==> src/sida_pkg.sv <==
package sida_pkg;

  // Width of the signed input value
  localparam int VALUE_BITS = 32;

  // Decimal digits needed for the largest magnitude, 2^(VALUE_BITS-1)
  localparam int DIGITS = (VALUE_BITS * 3) / 10 + 1;
  localparam int IDX_W  = $clog2(DIGITS);
  localparam int STEP_W = $clog2(VALUE_BITS);

  // ASCII codes, cut to the 6-bit character field
  localparam logic [5:0] CHAR_ZERO  = 6'd48;
  localparam logic [5:0] CHAR_NINE  = 6'd57;
  localparam logic [5:0] CHAR_MINUS = 6'd45;

endpackage

==> src/signed_int_to_decimal_ascii.sv <==
// Channel | Direction | Handshake                | Payload
// in      | input     | in_valid_i / in_stall_o  | value_i (VALUE_BITS, signed)
// out     | output    | out_valid_o / out_stall_i| character_o (6), last_o (1)
//
// One number goes through a beat capture, VALUE_BITS double-dabble shift
// steps in a single BCD adjust-and-shift unit, a scan that skips leading
// zero digits while keeping the units digit, then one character sent per
// cycle while the output is not stalled. in_stall_o stays high until the
// last character of a number has been loaded into the output register.
// rst_ni clears the sequencer and the output valid asynchronously.
// A stall on out holds the current beat and pauses the character sequencer.
module signed_int_to_decimal_ascii
  import sida_pkg::*;
(
  input  logic                         clk_i,
  input  logic                         rst_ni,
  input  logic signed [VALUE_BITS-1:0] value_i,
  input  logic                         in_valid_i,
  output logic                         in_stall_o,
  output logic [5:0]                   character_o,
  output logic                         last_o,
  output logic                         out_valid_o,
  input  logic                         out_stall_i
);

  typedef enum logic [2:0] {
    ST_IDLE,
    ST_CONV,
    ST_SKIP,
    ST_SIGN,
    ST_DIGIT
  } state_e;

  state_e                  state_q;
  logic [VALUE_BITS-1:0]   mag_q;
  logic [VALUE_BITS-1:0]   mag_in;
  logic                    neg_q;
  logic [STEP_W-1:0]       step_q;
  logic [IDX_W-1:0]        idx_q;
  logic [3:0]              bcd_q [DIGITS];
  logic [3:0]              adj   [DIGITS];
  logic [3:0]              bcd_d [DIGITS];
  logic [5:0]              char_q;
  logic                    last_q;
  logic                    oval_q;
  logic                    out_free;
  logic                    emit;
  logic                    in_beat;

  assign in_stall_o  = (state_q != ST_IDLE);
  assign in_beat     = in_valid_i && !in_stall_o;
  assign out_free    = !oval_q || !out_stall_i;
  assign emit        = out_free && (state_q == ST_SIGN || state_q == ST_DIGIT);
  assign character_o = char_q;
  assign last_o      = last_q;
  assign out_valid_o = oval_q;

  // Magnitude; the most negative value maps onto itself as unsigned
  assign mag_in = value_i[VALUE_BITS-1] ? (~value_i + VALUE_BITS'(1)) : value_i;

  // Double-dabble step: add 3 to digits of 5 or more, then shift one bit in
  always_comb begin
    for (int k = 0; k < DIGITS; k++) begin
      adj[k] = (bcd_q[k] >= 4'd5) ? (bcd_q[k] + 4'd3) : bcd_q[k];
    end
    bcd_d[0] = {adj[0][2:0], mag_q[VALUE_BITS-1]};
    for (int k = 1; k < DIGITS; k++) begin
      bcd_d[k] = {adj[k][2:0], adj[k-1][3]};
    end
  end

  // Sequencer and output register
  always_ff @(posedge clk_i or negedge rst_ni) begin
    if (!rst_ni) begin
      state_q <= ST_IDLE;
      mag_q   <= '0;
      neg_q   <= 1'b0;
      step_q  <= '0;
      idx_q   <= '0;
      char_q  <= '0;
      last_q  <= 1'b0;
      oval_q  <= 1'b0;
      for (int k = 0; k < DIGITS; k++) begin
        bcd_q[k] <= '0;
      end
    end else begin
      // load a new beat when a character goes out, drop it once taken
      if (emit) begin
        oval_q <= 1'b1;
      end else if (!out_stall_i) begin
        oval_q <= 1'b0;
      end
      unique case (state_q)
        ST_IDLE: begin
          if (in_beat) begin
            mag_q   <= mag_in;
            neg_q   <= value_i[VALUE_BITS-1];
            step_q  <= STEP_W'(VALUE_BITS - 1);
            for (int k = 0; k < DIGITS; k++) begin
              bcd_q[k] <= '0;
            end
            state_q <= ST_CONV;
          end
        end
        ST_CONV: begin
          for (int k = 0; k < DIGITS; k++) begin
            bcd_q[k] <= bcd_d[k];
          end
          mag_q <= {mag_q[VALUE_BITS-2:0], 1'b0};
          if (step_q == '0) begin
            idx_q   <= IDX_W'(DIGITS - 1);
            state_q <= ST_SKIP;
          end else begin
            step_q <= step_q - STEP_W'(1);
          end
        end
        ST_SKIP: begin
          // drop leading zeros, keeping at least the units digit
          if (bcd_q[idx_q] == 4'd0 && idx_q != '0) begin
            idx_q <= idx_q - IDX_W'(1);
          end else begin
            state_q <= neg_q ? ST_SIGN : ST_DIGIT;
          end
        end
        ST_SIGN: begin
          if (out_free) begin
            char_q  <= CHAR_MINUS;
            last_q  <= 1'b0;
            state_q <= ST_DIGIT;
          end
        end
        ST_DIGIT: begin
          if (out_free) begin
            char_q <= CHAR_ZERO | {2'b00, bcd_q[idx_q]};
            last_q <= (idx_q == '0);
            if (idx_q == '0) begin
              state_q <= ST_IDLE;
            end else begin
              idx_q <= idx_q - IDX_W'(1);
            end
          end
        end
        default: begin
          state_q <= ST_IDLE;
        end
      endcase
    end
  end

endmodule

==> config.mk <==
export PLATFORM = sky130hd
export DESIGN_NAME = signed_int_to_decimal_ascii
export DESIGN_NICKNAME = d
export VERILOG_FILES = /design/src/sida_pkg.sv /design/src/signed_int_to_decimal_ascii.sv
export SDC_FILE = /design/constraint.sdc
export NUM_CORES = 1
export LEC_CHECK = 0
export BUFFER_PORTS_ARGS = -buffer_cell sky130_fd_sc_hd__buf_2
export CAP_MARGIN = 20
export CORE_MARGIN = 4
export CORE_UTILIZATION = 37
export CTS_CLUSTER_SIZE = 28
export DETAILED_ROUTE_END_ITERATION = 8
export PLACE_DENSITY = 0.57
export SETUP_SLACK_MARGIN = 0.4
export SLEW_MARGIN = 20
export SYNTH_ARGS = -nofsm -noshare
export SYNTH_HDL_FRONTEND = slang
export SYNTH_SLANG_ARGS = --single-unit
==> constraint.sdc <==
create_clock -name clk_i -period 3.8 [get_ports clk_i]
set_clock_uncertainty 0.15 [all_clocks]
set_input_delay 0.38 -clock clk_i [delete_from_list [all_inputs] [get_ports clk_i]]
set_output_delay 0.38 -clock clk_i [all_outputs]
set_load 0.05 [all_outputs]
## Word-level counts from Yosys, hierarchy flattened

Index checks and enable logic that the tools add are counted.

- Add/subtract/negate cells: 13
- Order comparisons: 11
- Equality and inequality tests: 14
- Multiplexer cells: 42
- Bitwise logic cells: 2
- Reduce and logical (&&, ||, !) cells: 23

Operators with widths:

| cell | count |
|---|---|
| case mux 40 bit (2 select lines) | 1 |
| 2-to-1 mux 32 bit | 2 |
| case mux 32 bit (2 select lines) | 1 |
| 2-to-1 mux 4 bit | 15 |
| >= comparator 4 x 3 -> 1 bit (second input constant) | 10 |
| 2-to-1 mux 40 bit | 1 |
| adder 4 x 2 -> 4 bit (second input constant) | 9 |
| adder 32 x 2 -> 32 bit (second input constant) | 1 |
| NOT 32 bit | 1 |
| 2-to-1 mux 3 bit | 8 |
| binary-select mux 4 bit (select 4 bit) | 1 |
| != test 2 bit (second input constant) | 8 |
| case mux 3 bit (5 select lines) | 1 |
| 2-to-1 mux 6 bit | 2 |
| case mux 4 bit (3 select lines) | 1 |
| case mux 6 bit (2 select lines) | 1 |
| 2-to-1 mux 5 bit | 2 |
| case mux 5 bit (2 select lines) | 1 |
| zero test 4 bit | 2 |
| == test 3 x 2 -> 1 bit (second input constant) | 2 |
| AND reduction 3 bit | 2 |
| AND reduction 6 bit | 1 |
| nonzero test 3 bit | 2 |
| >= comparator 5 bit (second input constant) | 1 |
| other kinds (18) | 29 |

- Register bits after elaboration: 93
- Output and inout bits: 9

## Longest topological paths before layout

Gate-level depths: netlist of the first run.

- Word-level depth: 8
- Depth in mapped cells: 9

## Least setup slack after synthesis of the first run

No wires, ideal clock.

- Path type: reg2reg
- Start: reg idx_q[0]
- End: reg state_q[2]
- Library setup time: 0.122 ns
- Arrival time: 2.023 ns
- Required time: 3.528 ns
- Slack: 1.505 ns
- Cell stages (with the launch flop): 8
- Period minus slack after synthesis: 2.295 ns
- Cell sequence: dfrtp_1 > buf_6 > mux4_2 > a22oi_2 > o21ai_2 > or4_4 > a21oi_1 > o21ai_1

- Longest elaborated chain between the ends: 8

Ends and longest elaborated chain:

| item | line | text |
|---|---|---|
| start, declared | signed_int_to_decimal_ascii.sv:39 | `logic [IDX_W-1:0] idx_q;` |
| start signal, assigned | signed_int_to_decimal_ascii.sv:111 | `idx_q <= IDX_W'(DIGITS - 1);` |
| start signal, assigned | signed_int_to_decimal_ascii.sv:120 | `idx_q <= idx_q - IDX_W'(1);` |
| start signal, assigned | signed_int_to_decimal_ascii.sv:139 | `idx_q <= idx_q - IDX_W'(1);` |
| NOT 4 -> 5 bit (implied by the code) | signed_int_to_decimal_ascii.sv:119 | `if (bcd_q[idx_q] == 4'd0 && idx_q != '0) begin` |
| binary-select mux 4 bit (select 4 bit) | signed_int_to_decimal_ascii.sv:119 |  |
| 2-to-1 mux 4 bit (implied by the code) (2 in a row) | signed_int_to_decimal_ascii.sv:119 |  |
| zero test 4 bit | signed_int_to_decimal_ascii.sv:119 |  |
| logical AND 1 bit | signed_int_to_decimal_ascii.sv:119 |  |
| != test 2 bit (no line) | n/a |  |
| AND reduction 6 bit (no line) (*) | n/a |  |
| end signal, assigned | signed_int_to_decimal_ascii.sv:122 | `state_q <= neg_q ? ST_SIGN : ST_DIGIT;` |
| end, declared | signed_int_to_decimal_ascii.sv:34 | `state_e state_q;` |

Mark *: on every way between the ends. The rest lies on a longest branch, timed or not. The select of a mux whose other input is x is not followed.
A chain may end at the register's enable or synchronous reset.

## Worst setup path in the final report of the first run

Ends and elaborated chain as after synthesis.

==> results of run 1 <==
==> registers in the layout, indices dropped and copies added, names as in the netlist <==
register     count
character_o      6
bcd_q           40
step_q           5
state_q          3
last_o           1
neg_q            1
idx_q            4
out_valid_o      1
mag_q           32
==> metrics by stage <==
step                cells  hold WS, ps
global placement      787          272
floorplan             581        -65.6
global route          803          149
detailed placement    787          276
CTS                   803          127
finish                803          142
==> how the worst min path moves through the flow <==
stage / start / endpoint / slack [ps] / cells after the start
6_report: value_i[29] / mag_q[31]$_DFFE_PN0P_ / 140 / 2
3_5_place_dp: rst_ni / bcd_q[5]$_DFFE_PN0P_ / 280 / 1
2_1_floorplan: rst_ni / bcd_q[0]$_DFFE_PN0P_ / -70 / 0
5_1_grt: value_i[29] / mag_q[31]$_DFFE_PN0P_ / 150 / 2
4_1_cts: value_i[29] / mag_q[31]$_DFFE_PN0P_ / 130 / 2
3_3_place_gp: rst_ni / bcd_q[8]$_DFFE_PN0P_ / 270 / 1
==> critical path: cells and delay by family, from the launching register on <==
kind	cells	cell delay (ps)
muxes	1	610
AOI/OAI and AO/OA	4	530
and+or+nand+nor	1	510
DFF	1	1010
==> layout make-up <==
type | count | area share [%]
clock inverters | 4 | 0.769
repair buffers | 53 | 4.62
well taps | 184 | 3.63
inverters | 30 | 1.78
multi-input cells | 428 | 48.7
clock buffers | 11 | 3.83
flip-flops and latches | 93 | 36.7
==> metal layers <==
layer	vias to the layer above	track usage, %
met1	2180	20.4
li1	2211	-
met3	10	3.48
met5	-	0
met2	77	25.1
met4	0	4.55
==> cells by family after synthesis <==
| kind of cell | count (synthesis) | synth area share [%] |
|---|---|---|
| AO/OA/AOI/OAI | 206 | 24.0 |
| AND/OR/NAND/NOR | 130 | 12.9 |
| flip-flops | 93 | 41.2 |
| buffers and inverters | 60 | 4.25 |
| XOR/XNOR | 40 | 6.20 |
| multiplexers | 28 | 6.12 |
| adder cells (fa/ha/maj) | 24 | 5.32 |
==> cell usage in the layout, fill, tap and decap left out, types with 6 or more instances in the layout <==
cell type / instances
a21oi_1: 37
a22oi_1: 26
a32o_1: 10
buf_2: 43
buf_4: 9
clkbuf_16: 9
dfrtp_1: 93
ha_1: 24
inv_1: 30
mux2i_1: 21
nand2_1: 36
nand2b_1: 12
nor2_1: 24
nor2b_1: 8
nor3b_1: 8
o21ai_0: 61
o21ai_1: 6
o22ai_1: 17
o31ai_1: 19
xnor2_1: 13
xor2_1: 27
==> power groups by stage <==
stage          sequential [mW]  combinational [mW]  clock (mW)
6_report                  1.64                1.68       0.906
5_1_grt                   1.69                1.92       0.975
4_1_cts                   1.64                1.70       0.936
3_5_place_dp              1.66                1.69           0
3_3_place_gp              1.65                1.64           0
2_1_floorplan             1.54                1.33           0
==> summary.txt, run 1 <==
Critical path
  – Worst Reg-to-Reg Cells: 6
  – Crit. End Element: flop
  – Crit path to: state_q[2]$_DFFE_PN0P_
  – Kind of critical path: reg -> reg
  – RR Endpoint: state_q[2]$_DFFE_PN0P_
  – Crit-path max cell delay: 1010 ps
  – CP required: 3890 ps
  – Critical path peak fanout: 21
  – CP Launch Type: flop
  – Slowest cell on crit path: dfrtp_1
  – Worst path arrival time: 3010 ps
  – Critical Path Start: idx_q[0]$_DFFE_PN0P_
  – CP Cell Sequence: mux4_2 -> a22oi_2 -> o21ai_2 -> or4_4 -> a21oi_1 -> o21ai_1
  – Reg-to-Reg Start: idx_q[0]$_DFFE_PN0P_
  – Worst R2R Setup Slack: 880 ps

CTS
  – Number of CTS-inserted buffers: 9
  – Clk slew on worst S/H paths: 70 ps
  – Clk sinks: 93
  – Maximum buffer depth of the clock tree: 2
  – Hold buffer count at CTS: 1
  – Htree depth: 3
  – CTS tree: done
  – CTS resizes: 0
  – Clock root buffer: clkbuf_16
  – Setup Fix Bufs, Post-CTS: 0
  – Worst skew pair latency: 350 ps

Detailed routing
  – Wire per inst: 16.0 um
  – Detail Route met3 WL: 441 um
  – Routed met1 length: 6.16 mm
  – Via density: 5.58
  – Pre-antenna DRT Iters: 5
  – Highest Signal Layer: met4
  – Vias post-DR: 4478
  – DRT iter0 DRCs: 315
  – Antenna viol nets, final: 0
  – Met2 wire length: 6.13 mm
  – Total Wirelength: 12.9 mm
  – DR DRC count: 0

Global routing
  – Global-route usage over all layers: 15.4%
  – Initial antenna violation count: 0
  – Global route overflow: 0
  – Vias in the first global route: 4505
  – Largest net degree at the start of global routing: 44
  – First-pass GRT wire length: 22.1 mm

Logic synthesis
  – Most frequent cells after synthesis: dfrtp_1 (93), o21ai_0 (61), a21oi_1 (37)
  – Register area share after synthesis: 41.2%
  – Yosys reg bits: 93
  – Syn Area/Cell: 9.72 um^2
  – Gate count of the mapped netlist: 581
  – Syn_nets: 641
  – YS warnings: 0
  – Post-synth EDFFs: 0
  – Cells taking the most area after synthesis: dfrtp_1 (41%), o21ai_0 (5.4%), ha_1 (5.3%)
  – Top-count cell post-synth: dfrtp_1
  – Post-synth cell types: 61
  – Leading area contributor after synthesis: dfrtp_1
  – Synth Cell Area: 5650 um^2
  – Asr flop ratio synth: 100%
  – Yosys top cell area share: 41.2%
  – Main synth FF type: dfrtp_1

Pwr
  – Pwr Density: 667 nW/um^2
  – P_int: 2.56 mW
  – NetSw: 1.67 mW
  – Switching share of power: 39.6%
  – Sequential Power Share: 38.8%
  – Clock share of power: 21.4%
  – Static Leak: 2.69 nW
  – Design Power: 4.23 mW
  – Worst vdd ir: 0.000234 V
  – Logic gate share of total power: 39.7%

Finish
  – Reg area: 2330 um^2
  – Final instance area: 6340 um^2
  – Final Core Density: 43.0%
  – Fillers: 1416
  – Area of the multi-input gates: 3090 um^2
  – Area added between synthesis and finish: 12.3%
  – Diodes inserted: 0
  – Nets: 675
  – Layout cells sized above 1: 14.9%

STA
  – Rel. slew slack: 33.0%
  – Crit share post-route: 76.7%
  – Pins Over Slew Limit: 0
  – Final worst slack: 884 ps
  – Min Tclk post-route: 2920 ps
  – Final Setup Violations: 0
  – Final setup TNS: 0 ps
  – Slew of the pin with the lowest slew margin: 1010 ps
  – Fmax: 0.343 GHz
  – Final-report hold violation count: 0
  – RSZ-0062 raised after global routing: false

Floorplan
  – Cell Rows: 44
  – Die height: 132 um
  – Core area: 14800 um^2
  – Die X: 132 um
  – Full die area: 17300 um^2
  – Ports: 45
  – Starting density of the core: 38.3%

Worst hold path
  – Hold WC Path Type: in -> reg

Run
  – Max Cap Viol: 0

Status
  – Outcome: complete, no violations

Placement
  – Pre-CTS setup slack: 872 ps
  – Placed instance area: 6040 um^2
  – RePlAce Congestion: 0.820
  – Post-DP HPWL: 9.18 mm
  – IO Port Bufs: 44
No activity file was read; power rests on OpenSTA's default activity.
==> inputs of run 2 (changes only) <==
==> constraint.sdc (replaced) <==
create_clock -name clk_i -period 2.95 [get_ports clk_i]
set_clock_uncertainty 0.15 [all_clocks]
set_input_delay 0.295 -clock clk_i [delete_from_list [all_inputs] [get_ports clk_i]]
set_output_delay 0.295 -clock clk_i [all_outputs]
set_load 0.05 [all_outputs]
==> summary.txt, run 2 (synthesized netlist as in run 1, its figures left out) <==
Global routing
  – Vias in the first global route: 4616
  – Initial antenna violation count: 0
  – Global-route usage over all layers: 15.6%
  – Largest net degree at the start of global routing: 75
  – Global route overflow: 0
  – First-pass GRT wire length: 22.7 mm

Worst hold path
  – Hold WC Path Type: in -> reg
  – Hold path cells: 3

Critical path
  – Kind of critical path: reg -> reg
  – Crit. End Element: flop
  – Worst Reg-to-Reg Cells: 7
  – Critical path peak fanout: 10
  – CP required: 3040 ps
  – CP Launch Type: flop
  – Worst path arrival time: 2530 ps

Pwr
  – Worst vdd ir: 0.000388 V
  – Static Leak: 2.73 nW
  – Design Power: 5.61 mW
  – Pwr Density: 875 nW/um^2

CTS
  – Worst skew pair latency: 350 ps
  – Maximum buffer depth of the clock tree: 2
  – Clk sinks: 93
  – Number of CTS-inserted buffers: 9
  – Htree depth: 3
  – CTS tree: done
  – Clk slew on worst S/H paths: 60 ps
  – Clock root buffer: clkbuf_16

Floorplan
  – Ports: 45
  – Die X: 132 um
  – Cell Rows: 44
  – Full die area: 17300 um^2
  – Die height: 132 um
  – Core area: 14800 um^2
  – Starting density of the core: 38.3%

Finish
  – Fillers: 1407
  – Final Core Density: 43.5%
  – Commonest non-fill, non-tap cell in the layout: dfrtp_1
  – Largest Register: bcd_q
  – Area added between synthesis and finish: 13.6%
  – Nets: 679
  – Layout cells sized above 1: 15.6%
  – Largest register FFs: 40
  – Final instance area: 6420 um^2
  – Diodes inserted: 0
  – Commonest cells after routing, fill and taps aside: dfrtp_1 (92), o21ai_0 (61), buf_2 (43)

Detailed routing
  – Via density: 5.58
  – Wire per inst: 16.1 um
  – Vias post-DR: 4504
  – Antenna viol nets, final: 0
  – Pre-antenna DRT Iters: 4
  – DR DRC count: 0
  – DRT iter0 DRCs: 264
  – Total Wirelength: 13.0 mm

Placement
  – RePlAce Congestion: 0.834
  – Pre-CTS setup slack: 264 ps
  – Placed instance area: 6060 um^2
  – IO Port Bufs: 44
  – Post-DP HPWL: 9.23 mm

STA
  – Fmax: 0.409 GHz
  – Final Setup Violations: 0
  – RSZ-0062 raised after global routing: false
  – Min Tclk post-route: 2440 ps
  – Final-report hold violation count: 0
  – Pins Over Slew Limit: 0
  – Final worst slack: 506 ps
  – Crit share post-route: 82.8%
  – Rel. slew slack: 36.4%
  – Final setup TNS: 0 ps
  – Slew of the pin with the lowest slew margin: 954 ps

Run
  – Max Cap Viol: 0

Status
  – Outcome: complete, no violations
==> run 2: changes by cell type in the layout (fill, tap and decap cells not counted), sizes merged <==
cell / delta
clkbuf: -1
bufinv: +2
buf: +4
clkinv: -1
==> run 2: cell type report <==
cell class / count / area [um^2] / area share [%]
clock inverter: 5 / 100 / 1.56
inverter: 30 / 113 / 1.75
multi-input combinational: 428 / 3090 / 48.2
clock buffer: 10 / 229 / 3.57
tap: 184 / 230 / 3.59
timing repair buffer: 57 / 323 / 5.03
sequential: 93 / 2330 / 36.3
==> run 2: repair_timing <==
action | in CTS | in global routing
hold endpoints to repair | 43 | 0
endpoints found under the setup margin | 2 | 20
gates resized for setup | 1 | 1
hold buffers | 1 | 0
buffers inserted | 0 | 1
==> run 2: final timing paths <==
kind,to,from,slack [ps]
min in group asynchronous,bcd_q[4]$_DFFE_PN0P_,rst_ni,490
min,mag_q[28]$_DFFE_PN0P_,value_i[28],70
max reg2reg,state_q[0]$_DFFE_PN0P_,idx_q[0]$_DFFE_PN0P_,510
max,state_q[0]$_DFFE_PN0P_,idx_q[0]$_DFFE_PN0P_,510
max in group asynchronous,mag_q[8]$_DFFE_PN0P_,rst_ni,1400
min reg2reg,character_o[5]$_DFFE_PN0P_,character_o[5]$_DFFE_PN0P_,310
==> run 2: metal layers <==
metal / global-route usage (%) / routed length [um] / vias up / part of all wire [%]
met5: 0 / 0 / - / 0
met4: 5.25 / 253 / 0 / 1.9
met3: 3.40 / 477 / 18 / 3.7
met2: 25.0 / 5930 / 83 / 46
met1: 21.0 / 6360 / 2181 / 49
li1: - / - / 2222 / -
==> run 2: critical path, cell delays in order (launching register included) <==
cell	delay [ps]
dfrtp_2	510
buf_4	230
mux2i_1	220
mux4_2	280
o22ai_2	120
or4_4	580
a21boi_1	170
o21ai_1	80
==> run 2: where the power goes <==
group | internal (mW) | switching [mW]
logic | 0.918 | 1.27
registers | 1.72 | 0.404
clock network | 0.821 | 0.486
==> run 2: per-stage QoR <==
stage / std cells / hold slack (ps)
4_1_cts: 806 / 53.6
3_3_place_gp: 790 / 298
5_1_grt: 807 / 70.4
6_report: 807 / 66.1
2_1_floorplan: 581 / -151
3_5_place_dp: 790 / 301
